## config.mk

```make
export PLATFORM = sky130hd
export DESIGN_NAME = parameter_frame_deframer_flat
export DESIGN_NICKNAME = d
export VERILOG_FILES = /design/src/hdl/pfd_pkg.sv /design/src/hdl/pfd_if.sv /design/src/hdl/pfd_cell.sv /design/src/hdl/parameter_frame_deframer.sv /design/src/flat_wrapper.sv
export SDC_FILE = /design/constraint.sdc
export NUM_CORES = 1
export LEC_CHECK = 0
export BUFFER_PORTS_ARGS = -buffer_cell sky130_fd_sc_hd__buf_4
export CORE_MARGIN = 5
export CORE_UTILIZATION = 50
export DETAILED_ROUTE_END_ITERATION = 10
export PLACE_DENSITY = 0.66
export SYNTH_ARGS = -nofsm -noshare
export SYNTH_HDL_FRONTEND = slang
export SYNTH_SLANG_ARGS = --single-unit
```

## constraint.sdc

```tcl
create_clock -name clock -period 21.9 [get_ports clock]
set_clock_uncertainty 0.05 [all_clocks]
set_input_delay 2.19 -clock clock [delete_from_list [all_inputs] [get_ports clock]]
set_output_delay 2.19 -clock clock [all_outputs]
set_load 0.005 [all_outputs]
```

## src/hdl/pfd_pkg.sv

```systemverilog
// Package for the parameter frame deframer: phase codes, result kinds,
// frame marker bytes and shared types. No dependencies.
package pfd_pkg;

   localparam int BYTE_W  = 8;
   localparam int WORD_W  = 32;
   localparam int INDEX_W = 6;

   typedef logic [BYTE_W-1:0]  byte_type;
   typedef logic [WORD_W-1:0]  word_type;
   typedef logic [INDEX_W-1:0] index_type;
   typedef logic [1:0]         kind_type;

   localparam kind_type KIND_WORD  = 2'd0;
   localparam kind_type KIND_END   = 2'd1;
   localparam kind_type KIND_ERROR = 2'd2;

   localparam byte_type MARK_AB = 8'hAB;
   localparam byte_type MARK_CC = 8'hCC;
   localparam byte_type MARK_DD = 8'hDD;
   localparam byte_type MARK_FF = 8'hFF;

   typedef enum logic [2:0] {
      PH_HUNT,
      PH_PAYLOAD,
      PH_TRAILER,
      PH_EMIT,
      PH_DONE
   } phase_type;

   typedef struct packed {
      logic shift_byte;
      logic shift_word;
   } cell_ctrl_type;

endpackage

```

## src/hdl/pfd_if.sv

```systemverilog
// Channel interfaces of the parameter frame deframer: byte input and result output.
// Depends on pfd_pkg.
interface pfd_req_if;
   logic              valid;
   logic              ready;
   pfd_pkg::byte_type rx_byte;

   modport source (output valid, output rx_byte, input ready);
   modport sink   (input valid, input rx_byte, output ready);
endinterface

interface pfd_rsp_if;
   logic               valid;
   logic               ready;
   pfd_pkg::kind_type  kind;
   pfd_pkg::index_type word_index;
   logic signed [31:0] word_value;
   logic               last;

   modport source (output valid, output kind, output word_index, output word_value,
                   output last, input ready);
   modport sink   (input valid, input kind, input word_index, input word_value,
                   input last, output ready);
endinterface

```

## src/hdl/pfd_cell.sv

```systemverilog
// One payload cell: holds one 32-bit word, shifts bytes in at the top and
// passes whole words to its neighbor. Depends on pfd_pkg.
module pfd_cell (
   input  logic                   clock,
   input  pfd_pkg::cell_ctrl_type ctrl,
   input  pfd_pkg::byte_type      byte_in,
   input  pfd_pkg::word_type      word_in,
   output pfd_pkg::word_type      word_out
);
   import pfd_pkg::*;

   word_type word_ff;
   word_type word_in_mux;

   always_comb begin
      word_in_mux = word_ff;
      if (ctrl.shift_byte) begin
         word_in_mux = {byte_in, word_ff[WORD_W-1:BYTE_W]};
      end else if (ctrl.shift_word) begin
         word_in_mux = word_in;
      end
   end

   always_ff @(posedge clock) begin
      word_ff <= word_in_mux;
   end

   assign word_out = word_ff;

endmodule

```

## src/hdl/parameter_frame_deframer.sv

```systemverilog
// Parameter frame deframer. Takes one received byte per cycle while the result
// slot is free, except at frame end. Header AB CC DD opens a data frame of
// PAYLOAD_WORDS*4 payload bytes closed by DD CC FF; header DD DD DD opens a
// command frame closed by FF FF FF. Payload bytes shift into a row of
// PAYLOAD_WORDS word cells. On a good data trailer the cells shift words out of
// the head of the row, one word per cycle the result side takes, with the input
// held off until the last word is out. A bad trailer gives one error result
// and hunting restarts; after a good frame all bytes are taken and dropped
// until reset. Depends on pfd_pkg, pfd_if, pfd_cell.
module parameter_frame_deframer #(
   parameter int PAYLOAD_WORDS = 19
) (
   input  logic     clock,
   input  logic     reset,
   pfd_req_if.sink  req,
   pfd_rsp_if.source rsp
);
   import pfd_pkg::*;

   localparam int PAYLOAD_BYTES = PAYLOAD_WORDS * 4;
   localparam int COUNT_W       = $clog2(PAYLOAD_BYTES + 1);

   typedef logic [COUNT_W-1:0] count_type;

   localparam count_type LAST_BYTE = count_type'(PAYLOAD_BYTES - 1);
   localparam index_type LAST_WORD = index_type'(PAYLOAD_WORDS - 1);
   localparam count_type TWO       = count_type'(2);

   phase_type     phase_ff, phase_in;
   count_type     count_ff, count_in;
   byte_type      hdr0_ff, hdr0_in, hdr1_ff, hdr1_in;
   byte_type      trl0_ff, trl0_in, trl1_ff, trl1_in;
   logic          is_data_ff, is_data_in;
   index_type     emit_ff, emit_in;
   logic          rsp_valid_ff, rsp_valid_in;
   kind_type      rsp_kind_ff, rsp_kind_in;
   index_type     rsp_index_ff, rsp_index_in;
   word_type      rsp_value_ff, rsp_value_in;
   logic          rsp_last_ff, rsp_last_in;

   cell_ctrl_type cell_ctrl;
   word_type      cell_word [PAYLOAD_WORDS+1];

   logic          slot_free;
   logic          accept;
   logic          head_full;
   logic          data_hdr, cmd_hdr, data_trl, cmd_trl;

   assign slot_free = !rsp_valid_ff || rsp.ready;
   assign req.ready = slot_free && (phase_ff != PH_EMIT);
   assign accept    = req.valid && req.ready;
   assign head_full = (count_ff >= TWO);

   assign data_hdr = (hdr0_ff == MARK_AB) && (hdr1_ff == MARK_CC) && (req.rx_byte == MARK_DD);
   assign cmd_hdr  = (hdr0_ff == MARK_DD) && (hdr1_ff == MARK_DD) && (req.rx_byte == MARK_DD);
   assign data_trl = (trl0_ff == MARK_DD) && (trl1_ff == MARK_CC) && (req.rx_byte == MARK_FF);
   assign cmd_trl  = (trl0_ff == MARK_FF) && (trl1_ff == MARK_FF) && (req.rx_byte == MARK_FF);

   // next phase
   always_comb begin
      phase_in = phase_ff;
      case (phase_ff)
         PH_HUNT: begin
            if (accept && head_full) begin
               if (data_hdr) begin
                  phase_in = PH_PAYLOAD;
               end else if (cmd_hdr) begin
                  phase_in = PH_TRAILER;
               end
            end
         end
         PH_PAYLOAD: begin
            if (accept && count_ff == LAST_BYTE) begin
               phase_in = PH_TRAILER;
            end
         end
         PH_TRAILER: begin
            if (accept && head_full) begin
               if (is_data_ff) begin
                  phase_in = data_trl ? PH_EMIT : PH_HUNT;
               end else begin
                  phase_in = cmd_trl ? PH_DONE : PH_HUNT;
               end
            end
         end
         PH_EMIT: begin
            if (slot_free && emit_ff == LAST_WORD) begin
               phase_in = PH_DONE;
            end
         end
         PH_DONE: begin
            phase_in = PH_DONE;
         end
         default: begin
            phase_in = PH_DONE;
         end
      endcase
   end

   // datapath and result slot
   always_comb begin
      count_in     = count_ff;
      hdr0_in      = hdr0_ff;
      hdr1_in      = hdr1_ff;
      trl0_in      = trl0_ff;
      trl1_in      = trl1_ff;
      is_data_in   = is_data_ff;
      emit_in      = emit_ff;
      rsp_valid_in = rsp_valid_ff && !rsp.ready;
      rsp_kind_in  = rsp_kind_ff;
      rsp_index_in = rsp_index_ff;
      rsp_value_in = rsp_value_ff;
      rsp_last_in  = rsp_last_ff;
      cell_ctrl    = '0;
      case (phase_ff)
         PH_HUNT: begin
            if (accept) begin
               if (!head_full) begin
                  if (count_ff == '0) begin
                     hdr0_in = req.rx_byte;
                  end else begin
                     hdr1_in = req.rx_byte;
                  end
                  count_in = count_ff + count_type'(1);
               end else if (data_hdr || cmd_hdr) begin
                  is_data_in = data_hdr;
                  count_in   = '0;
               end else begin
                  hdr0_in = hdr1_ff;
                  hdr1_in = req.rx_byte;
               end
            end
         end
         PH_PAYLOAD: begin
            if (accept) begin
               cell_ctrl.shift_byte = 1'b1;
               count_in = (count_ff == LAST_BYTE) ? '0 : count_ff + count_type'(1);
            end
         end
         PH_TRAILER: begin
            if (accept) begin
               if (!head_full) begin
                  if (count_ff == '0) begin
                     trl0_in = req.rx_byte;
                  end else begin
                     trl1_in = req.rx_byte;
                  end
                  count_in = count_ff + count_type'(1);
               end else if (is_data_ff && data_trl) begin
                  count_in = '0;
                  emit_in  = '0;
               end else begin
                  rsp_valid_in = 1'b1;
                  rsp_index_in = '0;
                  rsp_value_in = '0;
                  rsp_last_in  = 1'b1;
                  count_in     = '0;
                  if (!is_data_ff && cmd_trl) begin
                     rsp_kind_in = KIND_END;
                  end else begin
                     rsp_kind_in = KIND_ERROR;
                     hdr0_in     = '0;
                     hdr1_in     = '0;
                     trl0_in     = '0;
                     trl1_in     = '0;
                  end
               end
            end
         end
         PH_EMIT: begin
            if (slot_free) begin
               cell_ctrl.shift_word = 1'b1;
               rsp_valid_in = 1'b1;
               rsp_kind_in  = KIND_WORD;
               rsp_index_in = emit_ff;
               rsp_value_in = cell_word[0];
               rsp_last_in  = (emit_ff == LAST_WORD);
               emit_in      = (emit_ff == LAST_WORD) ? '0 : emit_ff + index_type'(1);
            end
         end
         PH_DONE: begin
         end
         default: begin
         end
      endcase
   end

   always_ff @(posedge clock) begin
      if (reset) begin
         phase_ff     <= PH_HUNT;
         count_ff     <= '0;
         hdr0_ff      <= '0;
         hdr1_ff      <= '0;
         trl0_ff      <= '0;
         trl1_ff      <= '0;
         is_data_ff   <= 1'b0;
         emit_ff      <= '0;
         rsp_valid_ff <= 1'b0;
      end else begin
         phase_ff     <= phase_in;
         count_ff     <= count_in;
         hdr0_ff      <= hdr0_in;
         hdr1_ff      <= hdr1_in;
         trl0_ff      <= trl0_in;
         trl1_ff      <= trl1_in;
         is_data_ff   <= is_data_in;
         emit_ff      <= emit_in;
         rsp_valid_ff <= rsp_valid_in;
      end
   end

   always_ff @(posedge clock) begin
      rsp_kind_ff  <= rsp_kind_in;
      rsp_index_ff <= rsp_index_in;
      rsp_value_ff <= rsp_value_in;
      rsp_last_ff  <= rsp_last_in;
   end

   assign cell_word[PAYLOAD_WORDS] = '0;

   for (genvar i = 0; i < PAYLOAD_WORDS; i++) begin : g_cell
      byte_type byte_from_next;

      if (i == PAYLOAD_WORDS - 1) begin : g_tail
         assign byte_from_next = req.rx_byte;
      end else begin : g_body
         assign byte_from_next = cell_word[i+1][BYTE_W-1:0];
      end

      pfd_cell u_cell (
         .clock    (clock),
         .ctrl     (cell_ctrl),
         .byte_in  (byte_from_next),
         .word_in  (cell_word[i+1]),
         .word_out (cell_word[i])
      );
   end

   assign rsp.valid      = rsp_valid_ff;
   assign rsp.kind       = rsp_kind_ff;
   assign rsp.word_index = rsp_index_ff;
   assign rsp.word_value = signed'(rsp_value_ff);
   assign rsp.last       = rsp_last_ff;

endmodule

```

## src/flat_wrapper.sv

```systemverilog
// flat-port wrapper written by rule: the top's interface ports become plain ports
module parameter_frame_deframer_flat import pfd_pkg::*;
#(
   parameter int PAYLOAD_WORDS = 19
)
  (clock, reset, req_valid, req_rx_byte, req_ready, rsp_valid, rsp_kind, rsp_word_index, rsp_word_value, rsp_last, rsp_ready);
  pfd_req_if req_i ();
  pfd_rsp_if rsp_i ();
  input  logic clock;
  input  logic reset;
  input wire logic [$bits(req_i.valid)-1:0] req_valid;
  input wire logic [$bits(req_i.rx_byte)-1:0] req_rx_byte;
  output wire logic [$bits(req_i.ready)-1:0] req_ready;
  output wire logic [$bits(rsp_i.valid)-1:0] rsp_valid;
  output wire logic [$bits(rsp_i.kind)-1:0] rsp_kind;
  output wire logic [$bits(rsp_i.word_index)-1:0] rsp_word_index;
  output wire logic [$bits(rsp_i.word_value)-1:0] rsp_word_value;
  output wire logic [$bits(rsp_i.last)-1:0] rsp_last;
  input wire logic [$bits(rsp_i.ready)-1:0] rsp_ready;
  assign req_i.valid = req_valid;
  assign req_i.rx_byte = req_rx_byte;
  assign req_ready = req_i.ready;
  assign rsp_valid = rsp_i.valid;
  assign rsp_kind = rsp_i.kind;
  assign rsp_word_index = rsp_i.word_index;
  assign rsp_word_value = rsp_i.word_value;
  assign rsp_last = rsp_i.last;
  assign rsp_i.ready = rsp_ready;
  parameter_frame_deframer #(.PAYLOAD_WORDS(PAYLOAD_WORDS)) u_core (.clock(clock), .reset(reset), .req(req_i), .rsp(rsp_i));
endmodule
```

==> results of run 1 <==
[cell type report]
cell class                      instances  area share
Tap cell                              773     0.02936
Timing Repair Buffer                   73     0.01702
Multi-Input combinational cell       2049      0.2616
Clock inverter                         40     0.01090
Clock buffer                           89     0.05789
Inverter                               10    0.001140
Sequential cell                       699      0.6220
[flip-flops by register name, summed over array words and instances (netlist names)]
| signal | flops |
|---|---|
| u_core.emit_ff | 6 |
| u_core.trl1_ff | 8 |
| u_core.hdr1_ff | 8 |
| u_core.count_ff | 7 |
| u_core.rsp.word_value | 32 |
| u_core.hdr0_ff | 8 |
| u_core.trl0_ff | 8 |
| u_core.rsp.kind | 2 |
| u_core.g_cell.u_cell.word_out | 608 |
| u_core.rsp.last | 1 |
| u_core.rsp.word_index | 6 |
| u_core.phase_ff | 3 |
| u_core.rsp.valid | 1 |
| u_core.is_data_ff | 1 |
[power by group]
part           internal, µW  total (µW)  switching, µW
clock network           690        1180            493
logic                  12.6        34.0           21.4
registers              1440        1440           3.05
total                  2140        2660            518
[Yosys cell counts (3+ instances only)]
cell type | number | area share
or3_1 | 5 | 0.0011
nor2b_1 | 11 | 0.0023
nand2_1 | 1768 | 0.22
clkbuf_1 | 121 | 0.015
nand4b_1 | 3 | 0.00088
nand2b_1 | 6 | 0.0013
o31ai_2 | 4 | 0.0017
buf_2 | 28 | 0.0047
nor3_1 | 9 | 0.0015
nand4_1 | 8 | 0.0017
nor2_1 | 24 | 0.0030
a21oi_1 | 27 | 0.0045
ha_1 | 5 | 0.0021
dfxtp_1 | 50 | 0.034
o21ai_1 | 3 | 0.00051
o21a_1 | 5 | 0.0013
and2_1 | 69 | 0.015
mux2_2 | 9 | 0.0034
a211o_1 | 3 | 0.00088
and3_1 | 7 | 0.0015
o211ai_1 | 5 | 0.0013
nand3_1 | 18 | 0.0030
inv_1 | 8 | 0.0010
edfxtp_1 | 649 | 0.66
or3b_1 | 8 | 0.0024
a22o_1 | 16 | 0.0047
[metal layers]
metal / track usage / wire length [µm] / vias up
met3: 0.02927 / 1792 / 84
met5: 0 / 0 / -
met2: 0.2580 / 24720 / 276
met1: 0.2168 / 23590 / 9009
li1: - / - / 9549
met4: 0.04265 / 1208 / 0
[worst min-delay path, stage by stage (launching register included)]
cell,delay [ps]
dfxtp_1,320
nand2_1,60
a21oi_1,50
[kinds of logic (layout without fill, tap and decap cells)]
kind of cell	after synthesis	in the layout
and+or+nand+nor	1950	1950
DFF	699	699
muxes	11	11
adders and majority gates	5	5
buffers and inverters	159	212
AOI/OAI and AO/OA	83	83
[metrics by stage]
| step | hold slack (ps) | total power [µW] | cells | area, µm² | setup WS [ps] |
|---|---|---|---|---|---|
| after floorplan | 389.9 | 1495 | 2907 | 29700 | 4466 |
| after global placement | 405.2 | 1503 | 3604 | 30670 | 15440 |
| after detailed placement | 412.6 | 1505 | 3604 | 30670 | 15320 |
| after CTS | 420.0 | 2690 | 3733 | 32940 | 15960 |
| after global routing | 436.2 | 2753 | 3733 | 32940 | 15720 |
| final | 420.6 | 2660 | 3733 | 32940 | 15980 |
[worst max path at each step]
| stage | start | end | slack [ps] |
|---|---|---|---|
| 6_report | rsp_ready | u_core.g_cell[14].u_cell.word_out[23] | 15980 |
| 3_5_place_dp | rsp_ready | u_core.g_cell[14].u_cell.word_out[26] | 15320 |
| 5_1_grt | rsp_ready | u_core.g_cell[17].u_cell.word_out[23] | 15720 |
| 4_1_cts | rsp_ready | u_core.g_cell[14].u_cell.word_out[26] | 15960 |
| 2_1_floorplan | rsp_ready | u_core.g_cell[0].u_cell.word_out[0] | 4470 |
| 3_3_place_gp | rsp_ready | u_core.g_cell[14].u_cell.word_out[26] | 15440 |
==> results.sh, run 1 <==
export IMPL_drive_above_1_share=0.06791
export IMPL_synth_seq_cells=699
export IMPL_grt_antenna_before_repair=0
export IMPL_worstSetupEndpointType="register"
export IMPL_netlist_area_um2=29700
export IMPL_postRouteAntennaNets=0
export IMPL_synth_edf_count=649
export IMPL_layout_common_cells="nand2_1 (1767), edfxtp_1 (649), clkbuf_16 (73)"
export IMPL_ir_worst_vdd_mv=0.06899
export IMPL_synthArstFlopShare=0
export IMPL_crit_required_ps=22060
export IMPL_nNetsFinal=2921
export IMPL_drv_slew=0
export IMPL_multiInputGateArea_um2=8618
export IMPL_p_leak_uw=0.01338
export IMPL_cts_resized=0
export IMPL_synth_simple_area_share=0.2616
export IMPL_powerDensity_nw_per_um2=80.75
export IMPL_via_per_inst=5.068
export IMPL_cts_htree_levels=3
export IMPL_vias=18920
export IMPL_grt_total_usage=0.1566
export IMPL_regToRegSetupSlack_ps=16940
export IMPL_cts_root_buf="clkbuf_16"
export IMPL_timing_rr_end="u_core.g_cell[14].u_cell.word_out[23]"
export IMPL_outcome="finished clean"
export IMPL_antenna_cells=0
export IMPL_wl_per_cell_um=13.75
export IMPL_whs_path_depth=2
export IMPL_cts_setup_buffers=0
export IMPL_cts_hold_buf=0
export IMPL_holdCritPathClass="register to register"
export IMPL_crit_fanout=85
export IMPL_fin_crit_sh=0.2703
export IMPL_area_delta_synth_final_pct=10.90
export IMPL_synth_top_family_by_area="simple AND/OR/NAND/NOR gates"
export IMPL_relSlewSlack=0.1980
export IMPL_timing_fmax_mhz=168.9
export IMPL_critPathArrivalTime_ps=6080
export IMPL_synthXorXnorAreaFrac=0
export IMPL_path_buf_inv=4
export IMPL_drt_wl_total_um=51310
export IMPL_final_hold_violation_count=0
export IMPL_seq_area_frac_synth=0.6899
export IMPL_grt_max_degree=259
export IMPL_cts_sinks=699
export IMPL_hp_start="u_core.hdr1_ff[5]"
export IMPL_rsz0062_at_grt="no"
export IMPL_post_route_util=0.5592
export IMPL_hpwl_um=28980
export IMPL_drc=0
export IMPL_startpoint_type="input pin"
export IMPL_setup_viol=0
export IMPL_max_stage_delay_ps=920
export IMPL_worstHoldEndpoint="u_core.hdr1_ff[5]"
export IMPL_ys_types=58
export IMPL_avgSynthCellArea_um2=10.22
export IMPL_syn_nets=2924
export IMPL_path_delay_family="buffers and inverters"
export IMPL_overflow=0
export IMPL_path_common_cell="buf_4"
export IMPL_fill_cells=5068
export IMPL_grt_pass1_wl_um=86220
export IMPL_muxShareOfSynthArea=0.004086
export IMPL_portBuffers=54
export IMPL_slowest_stage="buf_4"
export IMPL_synth_compound_area_frac=0.02106
export IMPL_die_area_um2=64380
export IMPL_dr_pass1_iters=5
export IMPL_worstReg2RegStart="u_core.phase_ff[0]"
export IMPL_numCtsBuffers=71
export IMPL_cts_tree="yes"
export IMPL_cap_violations=0
export IMPL_fp_dieW_um=253.7
export IMPL_drt_iter0_markers=1491
export IMPL_finalSetupTns_ps=0
export IMPL_core_rowCount=89
export IMPL_regArea_um2=20490
export IMPL_die_y_um=253.7
export IMPL_gp_congestion=0.7844
export IMPL_cts_max_path_buffers=3
export IMPL_yosysWarningCount=0
export IMPL_clock_latency_ps=600
export IMPL_reg2reg_depth=7
export IMPL_layout_commonest_cell="nand2_1"
export IMPL_crit_chain="buf_4 -> nand2b_1 -> nand3_4 -> nand2_4 -> buf_4 -> buf_4 -> buf_4"
export IMPL_start_util=0.5042
export IMPL_clk_pin_slew_worst_paths_ps=60
export IMPL_num_io_pins=55
export IMPL_synthFlopType="edfxtp_1"
export IMPL_worstSetupPathType="input pin to register"
export IMPL_netlist_instances=2907
export IMPL_synth_fa_ha_area_frac=0.002106
export IMPL_period_needed_ps=5921
export IMPL_tightest_slew_ps=1203
export IMPL_cp_depth=7
export IMPL_grt_pass1_vias=18230
export IMPL_core_area_um2=58910
(Power assumes the default switching activity.)
==> run 2, diff against run 1 <==
ABC_AREA = 1   (was unset)
clock period = 6.02 ns   (was 21.9 ns; I/O delays follow)
==> results.sh, run 2 <==
export IMPL_outcome="finished clean"
export IMPL_critPathArrivalTime_ps=4170
export IMPL_worstReg2RegStart="u_core.phase_ff[2]"
export IMPL_drt_iter0_markers=1790
export IMPL_via_per_inst=5.140
export IMPL_core_area_um2=58800
export IMPL_yosysTopAreaCell="edfxtp_1"
export IMPL_netlist_area_um2=29590
export IMPL_grt_pass1_vias=18060
export IMPL_yosysMostFrequentCell="nand2_1"
export IMPL_slowest_stage="nand3_2"
export IMPL_crit_chain="inv_1 -> nand3_2 -> nand3_4 -> inv_4 -> nand2_8 -> inv_16 -> a21oi_4 -> clkinvlp_4 -> buf_12 -> buf_12"
export IMPL_grt_total_usage=0.1555
export IMPL_synthFlopType="edfxtp_1"
export IMPL_drv_slew=0
export IMPL_path_delay_family="buffers and inverters"
export IMPL_crit_start="u_core.phase_ff[2]"
export IMPL_crit_required_ps=6190
export IMPL_drive_above_1_share=0.06537
export IMPL_ys_types=31
export IMPL_syn_nets=2840
export IMPL_start_util=0.5033
export IMPL_synth_commonest_cells="nand2_1 (710), edfxtp_1 (649), inv_1 (380)"
export IMPL_core_rowCount=89
export IMPL_drt_wl_total_um=50890
export IMPL_layout_common_cells="nand2_1 (710), edfxtp_1 (649), inv_1 (378)"
export IMPL_drc=0
export IMPL_cts_htree_levels=3
export IMPL_overflow=0
export IMPL_startpoint_type="register"
export IMPL_layout_commonest_cell="nand2_1"
export IMPL_pre_cts_slack_ps=2104
export IMPL_nNetsFinal=2836
export IMPL_dr_pass1_iters=7
export IMPL_grt_antenna_before_repair=0
export IMPL_die_y_um=253.3
export IMPL_reg2reg_depth=10
export IMPL_synth_top_cell_area_share=0.6586
export IMPL_holdCritPathClass="input pin to register"
export IMPL_p_leak_uw=0.01252
export IMPL_endpoint="u_core.g_cell[17].u_cell.word_out[10]"
export IMPL_fp_dieW_um=253.3
export IMPL_portBuffers=54
export IMPL_hpwl_um=29480
export IMPL_tightest_slew_ps=1057
export IMPL_powerDensity_nw_per_um2=298.4
export IMPL_clk_pin_slew_worst_paths_ps=60
export IMPL_cts_root_buf="clkbuf_16"
export IMPL_synth_edf_count=649
export IMPL_path_buf_inv=6
export IMPL_synthArstFlopShare=0
export IMPL_cp_depth=10
export IMPL_netlist_instances=2823
export IMPL_setup_ws_ps=2023
export IMPL_cap_violations=0
export IMPL_num_io_pins=55
export IMPL_fin_crit_sh=0.6639
export IMPL_wl_per_cell_um=13.95
export IMPL_die_area_um2=64150
export IMPL_final_hold_violation_count=0
export IMPL_cts_hold_buf=0
export IMPL_avgSynthCellArea_um2=10.48
export IMPL_max_stage_delay_ps=580
export IMPL_cts_max_path_buffers=3
export IMPL_rsz0062_at_grt="no"
export IMPL_area_delta_synth_final_pct=10.76
export IMPL_regToRegSetupSlack_ps=2020
export IMPL_worstSetupEndpointType="register"
export IMPL_numCtsBuffers=72
export IMPL_path_common_cell="buf_12"
export IMPL_yosysWarningCount=0
export IMPL_cts_resized=0
export IMPL_post_route_util=0.5575
export IMPL_grt_max_degree=212
export IMPL_dpl_instance_area_um2=30550
export IMPL_postRouteAntennaNets=0
export IMPL_fill_cells=5073
export IMPL_ir_worst_vdd_mv=0.2377
export IMPL_cts_setup_buffers=0
export IMPL_setup_viol=0
export IMPL_synth_seq_cells=699
export IMPL_vias=18760
export IMPL_worstSetupPathType="register to register"
export IMPL_timing_rr_end="u_core.g_cell[17].u_cell.word_out[10]"
export IMPL_finalSetupTns_ps=0
export IMPL_cts_tree="yes"
export IMPL_cts_sinks=699
export IMPL_gp_congestion=0.8264
export IMPL_antenna_cells=0
export IMPL_clock_latency_ps=590
export IMPL_synth_area_leaders="edfxtp_1 (66%), nand2_1 (9.0%), o21ai_0 (5.8%)"
export IMPL_timing_fmax_mhz=250.2
export IMPL_final_area_um2=32780
export IMPL_crit_fanout=166
export IMPL_relSlewSlack=0.2951
export IMPL_largest_reg_flops=608
export IMPL_holdWs_ps=218.8
export IMPL_grt_pass1_wl_um=85200
export IMPL_seq_area_frac_synth=0.6924
export IMPL_period_needed_ps=3997
run 2: cell count changes after synthesis, sizes merged, moves of 9 or more:
cell | before | now
nor2 | 24 | 198
nor2b | 11 | 0
and2 | 69 | 0
a21oi | 28 | 15
nand4 | 9 | 19
inv | 9 | 389
o21ai | 4 | 595
nand2 | 1768 | 712
mux2 | 9 | 0
clkbuf | 121 | 57
a22o | 16 | 0
buf | 28 | 88
run 2: stage by stage:
stage,power (µW),std cells
6_report,9779,3649
5_1_grt,10170,3649
4_1_cts,9895,3649
3_5_place_dp,5663,3518
3_3_place_gp,5654,3518
2_1_floorplan,5596,2823
run 2: metal layers:
layer  part of all wire  track usage  routed length (µm)  up-vias
li1                   -            -                   -     9401
met1               0.46       0.2134               23450     8965
met2               0.48       0.2554               24320      293
met3              0.038      0.03184                1912       97
met4              0.024      0.04334                1207        0
met5                  0            0                   0        -
run 2: power breakdown:
group,internal [µW],switching (µW)
logic,82.1,201
clock network,2450,1760
registers,5260,24.0
run 2: cell families (layout without fill, tap and decap cells):
group	count (synthesis)	after routing	synth area share
xor+xnor	5	5	0.001480
simple gates	965	965	0.1268
flops	699	699	0.6924
fa+ha+maj	5	5	0.002114
buf+inv	534	587	0.07222
compound gates	615	615	0.1049
run 2: how the worst min path moves through the flow:
stage,startpoint,to,cells after the start
detailed placement,u_core.trl0_ff[3],u_core.trl0_ff[3],2
global placement,u_core.trl1_ff[7],u_core.trl1_ff[7],2
CTS,reset,u_core.trl0_ff[3],2
floorplan,u_core.trl0_ff[3],u_core.trl0_ff[3],2
finish,reset,u_core.trl0_ff[3],2
global route,reset,u_core.rsp.valid,2
run 2: final cells by class:
class / count / area (µm²) / share of cell area
Multi-Input combinational cell: 1590 / 7007 / 0.2138
Clock inverter: 26 / 216.5 / 0.006604
Tap cell: 773 / 967.2 / 0.02951
Sequential cell: 699 / 20490 / 0.6251
Inverter: 389 / 1483 / 0.04524
Timing Repair Buffer: 67 / 603.1 / 0.01840
Clock buffer: 105 / 2011 / 0.06135
